--- src/sv/tcw_pkg.sv ---
package tcw_pkg;

  // default screen geometry
  localparam int COLUMNS_DEF = 80;
  localparam int ROWS_DEF    = 25;

  // cell and character codes
  localparam logic [15:0] ATTR_MASK  = 16'hFF00;
  localparam logic [15:0] BLANK_CELL = 16'h0700;
  localparam logic [7:0]  CHAR_NUL   = 8'h00;
  localparam logic [7:0]  CHAR_NL    = 8'h0A;
  localparam logic [7:0]  CHAR_SPACE = 8'h20;

  // item kind carried on in_tuser
  typedef enum logic {
    ACT_PUT  = 1'b0,
    ACT_READ = 1'b1
  } tcw_action_t;

  // operation of the shared cell unit
  typedef enum logic {
    MRG_CHAR = 1'b0,
    MRG_COPY = 1'b1
  } tcw_mrg_op_t;

  // sequencer states
  typedef enum logic [2:0] {
    ST_CLEAR,
    ST_IDLE,
    ST_ACCESS,
    ST_SCROLL,
    ST_HOLD
  } tcw_state_t;

  // one result item
  typedef struct packed {
    logic [15:0] cell_value;
    logic [6:0]  cursor_column;
    logic [4:0]  cursor_row;
    logic        scrolled;
  } tcw_res_t;

endpackage

--- src/sv/tcw_ctrl.sv ---
module tcw_ctrl #(
  parameter int COLUMNS = tcw_pkg::COLUMNS_DEF,
  parameter int ROWS    = tcw_pkg::ROWS_DEF
) (
  input  logic                             clk,
  input  logic                             rst_n,
  // input item
  input  logic                             in_valid,
  output logic                             in_ready,
  input  tcw_pkg::tcw_action_t             in_action,
  input  logic [7:0]                       in_char,
  input  logic [10:0]                      in_index,
  // result hand-off to the output register
  input  logic                             out_free,
  output logic                             emit,
  output tcw_pkg::tcw_res_t                res,
  // screen memory
  output logic                             rd_en,
  output logic [$clog2(COLUMNS*ROWS)-1:0]  rd_addr,
  input  logic [15:0]                      rd_data,
  output logic                             wr_en,
  output logic [$clog2(COLUMNS*ROWS)-1:0]  wr_addr,
  output logic [15:0]                      wr_data,
  // shared cell unit
  output tcw_pkg::tcw_mrg_op_t             mrg_op,
  output logic [7:0]                       mrg_char,
  input  logic [15:0]                      mrg_cell
);

  import tcw_pkg::*;

  localparam int CELL_COUNT = COLUMNS * ROWS;
  localparam int LAST_BASE  = CELL_COUNT - COLUMNS;
  localparam int ADDR_W     = $clog2(CELL_COUNT);
  localparam int CNT_W      = $clog2(CELL_COUNT + 1);
  localparam int COL_W      = $clog2(COLUMNS);
  localparam int ROW_W      = $clog2(ROWS);

  tcw_state_t         state_r, state_nxt;
  logic [CNT_W-1:0]   cnt_r, cnt_nxt;
  logic [COL_W-1:0]   col_r, col_nxt;
  logic [ROW_W-1:0]   row_r, row_nxt;
  logic [ADDR_W-1:0]  base_r, base_nxt;
  logic [ADDR_W-1:0]  addr_r, addr_nxt;
  tcw_action_t        act_r, act_nxt;
  logic [7:0]         code_r, code_nxt;
  logic [10:0]        idx_r, idx_nxt;
  tcw_res_t           res_r, res_nxt;
  tcw_res_t           res_now;

  logic               is_read, put_live, is_nl, row_adv, scroll_now, in_range;
  logic [31:0]        idx_ext, src_ext, dst_ext, next_base_ext, col_ext, row_ext;
  logic [COL_W-1:0]   col_calc;
  logic [ROW_W-1:0]   row_calc;
  logic               clear_done, scroll_done;

  // decode of the latched item against the cursor
  always_comb begin
    is_read    = (act_r == ACT_READ);
    put_live   = !is_read && (code_r != CHAR_NUL);
    is_nl      = (code_r == CHAR_NL);
    row_adv    = put_live && (is_nl || (32'(col_r) == 32'(COLUMNS - 1)));
    scroll_now = row_adv && (32'(row_r) == 32'(ROWS - 1));
    idx_ext    = 32'(idx_r);
    in_range   = (idx_ext < 32'(CELL_COUNT));
    next_base_ext = 32'(base_r) + 32'(COLUMNS);
    clear_done  = (32'(cnt_r) == 32'(CELL_COUNT - 1));
    scroll_done = (32'(cnt_r) == 32'(CELL_COUNT));
    // scroll copy: read one row down from the count, write the cell at the count minus one
    src_ext = 32'(cnt_r) + ((32'(cnt_r) < 32'(LAST_BASE)) ? 32'(COLUMNS) : 32'd0);
    dst_ext = 32'(cnt_r) - 32'd1;
  end

  // cursor after the item
  always_comb begin
    if (!put_live) begin
      col_calc = col_r;
    end else if (row_adv) begin
      col_calc = '0;
    end else begin
      col_calc = col_r + COL_W'(1);
    end
    if (scroll_now) begin
      row_calc = ROW_W'(ROWS - 1);
    end else if (row_adv) begin
      row_calc = row_r + ROW_W'(1);
    end else begin
      row_calc = row_r;
    end
    col_ext = 32'(col_calc);
    row_ext = 32'(row_calc);
    res_now.cell_value    = (is_read && in_range) ? rd_data : 16'h0000;
    res_now.cursor_column = col_ext[6:0];
    res_now.cursor_row    = row_ext[4:0];
    res_now.scrolled      = scroll_now;
  end

  // next state
  always_comb begin
    state_nxt = state_r;
    case (state_r)
      ST_CLEAR: begin
        if (clear_done) state_nxt = ST_IDLE;
      end
      ST_IDLE: begin
        if (in_valid) state_nxt = ST_ACCESS;
      end
      ST_ACCESS: begin
        if (scroll_now) begin
          state_nxt = ST_SCROLL;
        end else if (!out_free) begin
          state_nxt = ST_HOLD;
        end else begin
          state_nxt = ST_IDLE;
        end
      end
      ST_SCROLL: begin
        if (scroll_done) state_nxt = out_free ? ST_IDLE : ST_HOLD;
      end
      ST_HOLD: begin
        if (out_free) state_nxt = ST_IDLE;
      end
      default: state_nxt = ST_CLEAR;
    endcase
  end

  // memory, cell unit and hand-off controls
  always_comb begin
    in_ready = 1'b0;
    rd_en    = 1'b0;
    rd_addr  = addr_r;
    wr_en    = 1'b0;
    wr_addr  = addr_r;
    wr_data  = mrg_cell;
    mrg_op   = MRG_CHAR;
    mrg_char = code_r;
    emit     = 1'b0;
    res      = res_r;
    case (state_r)
      ST_CLEAR: begin
        wr_en   = 1'b1;
        wr_addr = cnt_r[ADDR_W-1:0];
        wr_data = BLANK_CELL;
      end
      ST_IDLE: begin
        in_ready = 1'b1;
        rd_en    = in_valid;
        if (in_action == ACT_READ) begin
          rd_addr = ADDR_W'(32'(in_index));
        end
      end
      ST_ACCESS: begin
        wr_en = put_live && !is_nl;
        emit  = !scroll_now && out_free;
        res   = res_now;
      end
      ST_SCROLL: begin
        rd_en    = !scroll_done;
        rd_addr  = src_ext[ADDR_W-1:0];
        wr_en    = (cnt_r != '0);
        wr_addr  = dst_ext[ADDR_W-1:0];
        mrg_op   = (dst_ext < 32'(LAST_BASE)) ? MRG_COPY : MRG_CHAR;
        mrg_char = CHAR_SPACE;
        emit     = scroll_done && out_free;
      end
      ST_HOLD: begin
        emit = out_free;
      end
      default: begin
        emit = 1'b0;
      end
    endcase
  end

  // datapath next values
  always_comb begin
    cnt_nxt  = cnt_r;
    col_nxt  = col_r;
    row_nxt  = row_r;
    base_nxt = base_r;
    addr_nxt = addr_r;
    act_nxt  = act_r;
    code_nxt = code_r;
    idx_nxt  = idx_r;
    res_nxt  = res_r;
    case (state_r)
      ST_CLEAR: begin
        cnt_nxt = cnt_r + CNT_W'(1);
      end
      ST_IDLE: begin
        if (in_valid) begin
          act_nxt  = in_action;
          code_nxt = in_char;
          idx_nxt  = in_index;
        end
      end
      ST_ACCESS: begin
        cnt_nxt = '0;
        col_nxt = col_calc;
        row_nxt = row_calc;
        res_nxt = res_now;
        if (scroll_now) begin
          base_nxt = ADDR_W'(LAST_BASE);
          addr_nxt = ADDR_W'(LAST_BASE);
        end else if (row_adv) begin
          base_nxt = next_base_ext[ADDR_W-1:0];
          addr_nxt = next_base_ext[ADDR_W-1:0];
        end else if (put_live) begin
          addr_nxt = addr_r + ADDR_W'(1);
        end
      end
      ST_SCROLL: begin
        if (!scroll_done) cnt_nxt = cnt_r + CNT_W'(1);
      end
      default: begin
        cnt_nxt = cnt_r;
      end
    endcase
  end

  // control registers
  always_ff @(posedge clk) begin
    if (!rst_n) begin
      state_r <= ST_CLEAR;
      cnt_r   <= '0;
      col_r   <= '0;
      row_r   <= '0;
      base_r  <= '0;
      addr_r  <= '0;
    end else begin
      state_r <= state_nxt;
      cnt_r   <= cnt_nxt;
      col_r   <= col_nxt;
      row_r   <= row_nxt;
      base_r  <= base_nxt;
      addr_r  <= addr_nxt;
    end
  end

  // item and pending result
  always_ff @(posedge clk) begin
    act_r  <= act_nxt;
    code_r <= code_nxt;
    idx_r  <= idx_nxt;
    res_r  <= res_nxt;
  end

endmodule

--- config.mk ---
export PLATFORM = sky130hd
export DESIGN_NAME = tcw_ctrl
export DESIGN_NICKNAME = d
export VERILOG_FILES = /design/src/sv/tcw_pkg.sv /design/src/sv/tcw_ctrl.sv
export SDC_FILE = /design/constraint.sdc
export NUM_CORES = 1
export LEC_CHECK = 0
export BUFFER_PORTS_ARGS = -buffer_cell sky130_fd_sc_hd__buf_4
export CAP_MARGIN = 25
export CORE_MARGIN = 5
export CORE_UTILIZATION = 43
export DETAILED_ROUTE_END_ITERATION = 8
export GPL_TIMING_DRIVEN = 0
export PLACE_DENSITY_LB_ADDON = 0.25
export SETUP_SLACK_MARGIN = 0.15
export SLEW_MARGIN = 20
export SYNTH_ARGS = -nofsm -noshare
export SYNTH_HDL_FRONTEND = slang
export SYNTH_SLANG_ARGS = --single-unit
export TNS_END_PERCENT = 10
--- constraint.sdc ---
create_clock -name clk -period 5.4 [get_ports clk]
set_input_delay 1.08 -clock clk [delete_from_list [all_inputs] [get_ports clk]]
set_output_delay 1.08 -clock clk [all_outputs]
set_load 0.05 [all_outputs]
* After elaboration in Yosys (flattened, before gate mapping)
Index checks and enable logic that the tools add are counted.
** Storage, ports and cells
- Flip-flop bits (word level) :: 97
- Bits of input ports :: 56
- Logic and storage cells :: 92
** Operators by class
- $add $sub $neg :: 7
- Magnitude comparators :: 3
- Equality and inequality tests :: 14
- Mux-type cells :: 32
- Reduce and logical (&&, ||, !) cells :: 23
** Operator list (count)
- 11-bit 2-to-1 mux :: 7
- 11-bit one-hot mux with 2 select lines :: 2
- 11-bit one-hot mux with 3 select lines :: 1
- 32-bit by 11-bit less-than comparator with 1-bit output, second input constant :: 1
- 16-bit 2-to-1 mux :: 2
- 29-bit 2-to-1 mux :: 1
- 11-bit by 1-bit adder with 11-bit output, second input constant :: 2
- 11-bit == test, second input constant :: 2
- 11-bit less-than comparator, second input constant :: 2
- 7-bit 2-to-1 mux :: 3
- 3-bit 2-to-1 mux :: 6
- 3-bit one-hot mux with 5 select lines :: 1
- 11-bit by 1-bit subtractor with 12-bit output, second input constant :: 1
- 11-bit by 7-bit adder with 11-bit output :: 1
- 11-bit by 7-bit adder with 11-bit output, second input constant :: 1
- 11-bit nonzero test :: 1
- 5-bit 2-to-1 mux :: 2
- 2-bit inequality test, second input constant :: 5
- 8-bit by 4-bit == test with 1-bit output, second input constant :: 1
- 8-bit 2-to-1 mux :: 1
- 2-bit AND reduction :: 4
- 8-bit nonzero test :: 1
- 7-bit by 1-bit adder with 7-bit output, second input constant :: 1
- 7-bit == test, second input constant :: 1
- 15 further kinds :: 29

* Depth between registers and ports, before layout
Gate-level depths: netlist of run 1.
- Word-level depth :: 7
- Depth in mapped cells :: 9
- Gate-level depth less buffers :: 8

* Worst setup path after synthesis of run 1
OpenSTA, ideal clock, no wires.
- Kind :: reg-to-output
- From :: register cnt_r[0]
- To :: output port mrg_op
- Arrival time :: 3023 ps
- Required time :: 4320 ps
- Path slack :: 1297 ps
- Stages on the path, launching flop included :: 8
- Cell sequence :: dfxtp_1 -> inv_1 -> ha_1 -> or3b_1 -> or4_1 -> nor2_1 -> o21bai_1 -> a221oi_1
** On the way
- Word-level cells in the longest chain between the ends :: 4
** Ends and longest elaborated chain
- start, declared :: line tcw_ctrl.sv:40 : logic [CNT_W-1:0] cnt_r, cnt_nxt;
- start signal, assigned :: line tcw_ctrl.sv:232 : cnt_r <= cnt_nxt;
- 11-bit by 1-bit subtractor with 12-bit output :: line tcw_ctrl.sv:71 : dst_ext = 32'(cnt_r) - 32'd1;
- 32-bit by 11-bit less-than comparator with 1-bit output :: line tcw_ctrl.sv:162 : mrg_op = (dst_ext < 32'(LAST_BASE)) ? MRG_COPY : MRG_CHAR;
- 1-bit 2-to-1 mux :: line tcw_ctrl.sv:162
- 1-bit 2-to-1 mux :: line tcw_ctrl.sv:139 : case (state_r)
- end, declared :: line tcw_ctrl.sv:25 : output tcw_pkg::tcw_mrg_op_t mrg_op,
No other way between the ends.

* Final worst setup path of run 1
Ends and elaborated chain as after synthesis.

==> results.md, run 1 <==
- Crit path time final: 4.22 ns
- Global Route Usage Sum: 0.235
- Crit path capture type: output pin
- CTS Buf Count: 9
- Post-Route WL: 15800 um
- Lkg Pwr: 2.52 nW
- Root Driver: clkbuf_16
- CP endpoint: mrg_op
- Post-CTS setup repair buffer count: 0
- Clock power frac: 0.472
- FILL cells: roughly 1100
- Initial Util: 0.434
- Top cell type's share of synthesized area: 0.297
- Post-synthesis mux area share: 0.0104
- Share of the yosys chip area belonging to registers: 0.395
- Comb pwr share: 0.062
- Die Width: 117 um
- Final Hold Fails: 0
- Endpoints failing setup: 0
- NetSw: 347 uW
- Finished Cell Area: ~0.0064 mm2
- Total Nets Final: 804
- DP Area: between 0.006 and 0.007 mm2
- Antenna viol nets, final: 0
- I/O Pins: 136
- CP required: 4.32 ns
- Sw Share: 0.237
- H-Tree Depth: 3
- Fin crit share: 0.781
- R2R cell count: 8
- #FFs+latches synth: 89
- R2R Path Start: code_r[0]
- Syn Inst Count: 592
- Number of global-route vias before repair: 5044
- Worst clock skew: 0.00774 ns
- Unique masters post-synth: 68
- Worst-path clk slew: 0.07 ns
- CP Buf/Inv Count: 2
- Syn Area/Cell: 8.31 um2
- Commonest non-fill, non-tap cell in the layout: buf_4
- Met1 Resource Use GR: 0.307
- Fmax: 0.237 GHz
- Port bufs: 134
- P per Cell Area: between 200 and 250 mW/mm2
- First-pass GRT wire length: 25300 um
- Cell family with most CP delay: simple AND/OR/NAND/NOR gates
- Post-layout util: 0.570
- Simple-Gate Fraction of Synth Area: 0.264
- Drt first-iter violations: 346
- Final Max Slew Viols: 0
- Synthesized cell area: a little under 0.005 mm2
- DR vias: 5121
- Clk buf depth: 2
- Cell Count, Final, Fillers Out: 886
- Hold Path Class: flop to flop
- Avg WL per Cell: 17.9 um
- Met2 global-route usage: 0.373
- Internal power: roughly 1.1 mW
- Post-synthesis xor/xnor area fraction: 0.0463
- CP max stage delay: 0.50 ns
- Hold_buf cts: 0
- Flop pwr share: 0.465
- Worst path slowest cell: or4_1
- Adder-cell share of the synthesized area: 0.0254
- Core Box Area: approximately 0.011 mm2
- DP HPWL: between 10000 and 15000 um
- CTS tree: built
- Main area contributors after synthesis: dfxtp_1, edfxtp_1, nand2_1, o21ai_0, nor2_1
- Max IR drop VDD: 0.151 mV
- Post-synth top flop: dfxtp_1
- Worst Path Max Fanout: 8
- Crit path cell chain: inv_1 -> ha_1 -> or3b_1 -> or4_1 -> nor2_1 -> o21bai_1 -> a221oi_1 -> buf_4
- Placed cells: between 800 and 900
- Setup_tns: 0 ns
- Most frequent cells in the layout: buf_4, dfxtp_1, nand2_1, nor2_1, o21ai_0
- Number of inserted diodes: 0
- Compound-Gate Fraction of Synth Area: 0.222
- Placer Congestion: approximately 0.94
- Pin count of the biggest net entering global routing: 18
- Crit path DAT: 3.14 ns
- Max Cap Viol: 0
- RSZ-0062 raised after global routing: no
- Met3 GRT Util: 0.0468
- Die area: 0.0137 mm2
- Status: completed
- DRC violations left: 0
- Flop-to-flop setup slack: between 2 and 3 ns
- PostCTS Resize Cnt: 0
- Total number of yosys warnings: 0
- CP startpoint: cnt_r[0]
- Dominant cell type by area after synthesis: dfxtp_1
- Largest family of logic cells by synthesized area: simple AND/OR/NAND/NOR gates
- Chip Height: 117 um
- Fraction of layout cells with a size suffix above 1: 0.229
- Slew headroom: 0.399
- Initial antenna violation count: 0
- Worst-Margin Slew: 0.895 ns
- Routed vias/inst: a little under 6
- DRT Pass-1 Iters: 5
- Worst setup path category: flop to output pin
- FF-to-FF End: row_r[4]
- Grt peak-use layer: met2
- Worst-Skew Late Latency: 0.35 ns
- Stages on the worst setup path: 8
- Row count: 39
- Startpoint types: flop
- Gr ovfl total: 0
- Post-synth EDFFs: 16
- Syn Nets: roughly 660
- CTS Sinks: just under 90
- Async set-or-reset flop fraction in the synthesized netlist: 0
- Layout area overhead: 31.1%
==> tightest hold or removal path: cells and delay by family, from the launching register on <==
kind | cells | cell delay [ns]
AND/OR/NAND/NOR | 1 | 0.04
flip-flops | 1 | 0.32
AO/OA/AOI/OAI | 1 | 0.07
==> per-stage QoR <==
step / power [mW] / setup slack, ns / hold slack [ns]
6_report: 1.46 / 1.18 / 0.469
5_1_grt: 1.51 / 1.03 / 0.501
4_1_cts: 1.47 / 1.22 / 0.472
3_5_place_dp: 0.787 / 1.61 / 0.456
3_3_place_gp: 0.786 / 1.16 / 0.442
2_1_floorplan: 0.738 / 1.30 / 0.458
==> power by group through the flow <==
| stage | Combinational [mW] | Sequential [mW] | Clock [mW] |
|---|---|---|---|
| CTS | 0.0906 | 0.681 | 0.701 |
| detailed placement | 0.0901 | 0.697 | 0 |
| global placement | 0.0886 | 0.697 | 0 |
| floorplan | 0.0428 | 0.696 | 0 |
| finish | 0.0913 | 0.682 | 0.692 |
| global route | 0.0988 | 0.682 | 0.727 |
==> cell type report <==
| type | count | area, um2 | share of cell area |
|---|---|---|---|
| Timing Repair Buffer | 135 | 1010 | 0.157 |
| Inverter | 12 | 45.0 | 0.00698 |
| Tap cell | 143 | 179 | 0.0277 |
| Clock buffer | 10 | 250 | 0.0388 |
| Buffer | 36 | 138 | 0.0213 |
| Sequential cell | 89 | 1940 | 0.301 |
| Multi-Input combinational cell | 455 | 2800 | 0.434 |
| Clock inverter | 6 | 83.8 | 0.0130 |
==> cells by family (layout without fill, tap and decap cells) <==
family,count (synthesis),count (layout)
xor gates and xnor gates,26,26
AOI/OAI and AO/OA,160,160
adders and majority gates,10,10
and+or+nand+nor,254,254
DFF,89,89
muxes,5,5
buffers and inverters,48,199
==> registers in the layout, indices dropped and copies added (netlist names) <==
name and flops:
code_r 8, res_r 29, row_r 5, state_r 3, idx_r 7, cnt_r 11, addr_r 11, base_r 7
act_r 1, col_r 7
==> synthesized netlist by cell type (4+ instances only) <==
master	instances
and2_1	20
and3_1	8
a22o_1	18
edfxtp_1	16
nand2_1	70
or4_1	10
o22ai_1	4
xor2_1	14
nor3_1	15
nor4_1	7
inv_1	11
nand3_1	21
or3_1	10
dfxtp_1	73
a21oi_1	32
clkbuf_1	29
buf_1	5
nand4_1	11
ha_1	10
o31ai_1	5
o21ai_0	40
nand2b_1	9
mux2i_1	4
a31oi_1	8
xnor2_1	12
a221o_1	7
a22oi_1	10
nor2_1	53
a21o_1	4
==> worst min-delay path by stage <==
stage                           end  slack [ns]  cells after the start  startpoint
final                      res_r[0]        0.47                      2    res_r[0]
after global routing      res_r[21]        0.50                      1   res_r[21]
after CTS                  res_r[0]        0.47                      2    res_r[0]
after detailed placement   res_r[0]        0.46                      2    res_r[0]
after global placement     res_r[0]        0.44                      2    res_r[0]
after floorplan           base_r[6]        0.46                      2   base_r[6]
==> layer usage <==
metal / vias up / wire [um]
li1: 2473 / -
met1: 2371 / 6650
met2: 238 / 7460
met3: 39 / 1220
met4: 0 / 490
met5: - / 0
Power figures use the tool's default switching activity.
==> run 2, diff against run 1 <==
==> constraint.sdc (replaced) <==
create_clock -name clk -period 3.4 [get_ports clk]
set_input_delay 0.68 -clock clk [delete_from_list [all_inputs] [get_ports clk]]
set_output_delay 0.68 -clock clk [all_outputs]
set_load 0.05 [all_outputs]
==> results.md, run 2 (synthesized netlist as in run 1, its figures left out) <==
- P per Cell Area: 329 mW/mm2 (+45%)
- Number of global-route vias before repair: 5186 (+2.8%)
- Met1 wire length: 6430 um (-3.2%)
- R2R Path Start: code_r[0]
- NetSw: 515 uW (+48%)
- Top reg by flops: res_r
- CTS Sinks: 89 (unchanged)
- DR vias: 5364 (+4.7%)
- Routed vias/inst: 5.95 (+2.9%)
- Port bufs: 134 (unchanged)
- Worst setup path category: flop to output pin
- Sw Share: 0.230 (-0.00709)
- Endpoints failing setup: 0 (unchanged)
- Final Hold Fails: 0 (unchanged)
- Uppermost layer routed: met4
- Max IR drop VDD: 0.429 mV (+180%)
- Worst-Margin Slew: 0.763 ns (-0.132 ns)
- Chip Height: 117 um (unchanged)
- Most frequent cells in the layout: buf_4, nand2_1, dfxtp_1, nor2_1, o21ai_0
- Initial Util: 0.434 (unchanged)
- Crit path DAT: 2.72 ns (-0.42 ns)
- CP max stage delay: 0.52 ns (+0.02 ns)
- Final Max Slew Viols: 0 (unchanged)
- WHS Path Cells: 2 (unchanged)
- Crit path top cell by count: buf_6
- Avg WL per Cell: 18.0 um (+0.68%)
- FF+latch area: 0.00196 mm2 (+0.97%)
- Max reg flops: 29 (unchanged)
- Drt first-iter violations: 521 (+51%)
- RSZ-0062 raised after global routing: yes
- Max Cap Viol: 0 (unchanged)
- Fmax: 0.294 GHz
- Global Route Usage Sum: 0.236 (+0.000709)
- Hold_buf cts: 0 (unchanged)
- DP HPWL: 12000 um (+0.80%)
- First-pass GRT wire length: 25300 um (unchanged)
- Worst clock skew: 0.00889 ns (+0.00116 ns)
- Die Width: 117 um (unchanged)
- Area of the multi-input gates: 0.00299 mm2 (+6.8%)
- Gr ovfl total: 0 (unchanged)
- Initial antenna violation count: 0 (unchanged)
- Placed cells: 870 (unchanged)
- Crit path capture type: output pin
- Lkg Pwr: 2.65 nW (+5.0%)
- Placer Congestion: 0.938 (-0.24%)
- R2R cell count: 10 (+2)
- Hold_ws: 0.460 ns (-0.00897 ns)
- Crit path time final: 3.40 ns
- Fin crit share: 0.999
- Layout area overhead: 38.6%
- Clk buf depth: 2 (unchanged)
- Worst-path clk slew: 0.07 ns (about the same)
- H-Tree Depth: 3 (unchanged)
- Clock power frac: 0.446 (-0.026)
- Met3 WL: 1660 um (+37%)
- Finished Cell Area: 0.00681 mm2 (+5.7%)
- Number of inserted diodes: 0 (unchanged)
- I/O Pins: 136 (unchanged)
- Post-Route WL: 16200 um (+2.5%)
- Hold Startpoint: res_r[6]
- DRC violations left: 0 (unchanged)
- FF-to-FF End: addr_r[9]
- Status: completed
- Hold Path Class: flop to flop
- Worst path slowest cell: nor3_1
- Flop-to-flop setup slack: 0.79 ns (-1.93 ns)
- FILL cells: 1003 (-6.6%)
- Worst-Skew Late Latency: 0.35 ns (about the same)
- Cell Count, Final, Fillers Out: 902 (+1.8%)
- Met2 WL post-DR: 7540 um (+1.0%)
- Commonest non-fill, non-tap cell in the layout: buf_4
- Flop pwr share: 0.484 (+0.019)
- CTS Buf Count: 9 (unchanged)
- Slew headroom: 0.487 (+0.0877)
- DP Area: 0.00613 mm2 (+0.18%)
- Biggest regs: res_r: 29 flops, addr_r: 11 flops, cnt_r: 11 flops
- Pin count of the biggest net entering global routing: 16 (-2)
- Root Driver: clkbuf_16
- Core Box Area: 0.0113 mm2 (unchanged)
- Antenna viol nets, final: 0 (unchanged)
- Fraction of layout cells with a size suffix above 1: 0.298 (+0.0690)
- DRT Pass-1 Iters: 5 (unchanged)
- Crit path cell chain: nor3_1 -> nand2_2 -> a21oi_4 -> or3_4 -> buf_6 -> buf_6 -> nand2_1 -> a31oi_1 -> buf_4
- Row count: 39 (unchanged)
- Die area: 0.0137 mm2 (unchanged)
- CTS tree: built
- Internal power: 1.73 mW (+54%)
- Total Nets Final: 820 (+2.0%)
- Endpoint, Worst Hold: res_r[6]
- Startpoint types: flop
- Comb pwr share: 0.070 (+0.008)
- CP required: 2.72 ns (-1.60 ns)
- Worst Path Max Fanout: 10 (+2)
-- run 2: cell count changes in the layout (fill, tap and decap cells not counted), moves of 4 or more --
cell      change
ha_4          +4
o21ai_1       +6
buf_4         +5
clkbuf_2      +4
clkbuf_1      -4
o21ai_0       -8
buf_6        +14
dfxtp_1       -9
ha_1          -5
dfxtp_2       +6
-- run 2: metal layers --
metal  vias to the layer above  track usage
li1                       2507            -
met1                      2513        0.296
met2                       292        0.377
met3                        52       0.0632
met4                         0        0.113
met5                         -            0
-- run 2: worst max-delay path by stage --
stage / startpoint / to / slack [ns] / cells past startpoint
6_report: code_r[3] / res[1] / 0.004 / 9
5_1_grt: code_r[3] / res[1] / -0.16 / 9
4_1_cts: code_r[5] / res[3] / -0.10 / 8
3_5_place_dp: col_r[0] / res[5] / -0.04 / 8
3_3_place_gp: in_valid / rd_en / -0.31 / 5
2_1_floorplan: cnt_r[0] / emit / -0.25 / 6
-- run 2: through the flow --
step                utilization  setup TNS, ns  worst slack (ns)  total power, mW
finish                    0.602              0           0.00385             2.24
global route              0.602          -1.47            -0.161             2.31
CTS                       0.590         -0.205            -0.104             2.25
detailed placement        0.541        -0.0913           -0.0437             1.25
global placement          0.540         -0.315            -0.306             1.25
floorplan                     -         -0.617            -0.253             1.17
-- run 2: layout make-up --
cell class	instances	share of cell area
plain buffers	36	0.0244
clock buffers	10	0.0336
clock inverters	6	0.00973
inverters	12	0.00734
multi-input cells	455	0.438
flip-flops and latches	89	0.288
well taps	143	0.0263
repair buffers	151	0.172
-- run 2: critical path, delay by kind of cell (launching register included) --
| family | cells | cell delay, ns |
|---|---|---|
| and+or+nand+nor | 4 | 0.95 |
| AOI/OAI and AO/OA | 2 | 0.52 |
| buffers and inverters | 3 | 0.48 |
| DFF | 1 | 0.43 |
-- run 2: timing repair --
| action | in CTS | in global routing |
|---|---|---|
| pin swaps | 13 | 24 |
| endpoints found under the setup margin | 32 | 52 |
| hold endpoints to repair | 0 | 0 |
| setup buffers | 13 | 3 |
| gates resized for setup | 46 | 40 |
-- run 2: power by group through the flow --
stage | Combinational [mW] | Clock [mW] | Sequential [mW]
after floorplan | 0.0687 | 0 | 1.10
after detailed placement | 0.144 | 0 | 1.11
after global placement | 0.140 | 0 | 1.11
after CTS | 0.155 | 1.01 | 1.08
after global routing | 0.170 | 1.05 | 1.08
final | 0.157 | 0.999 | 1.08
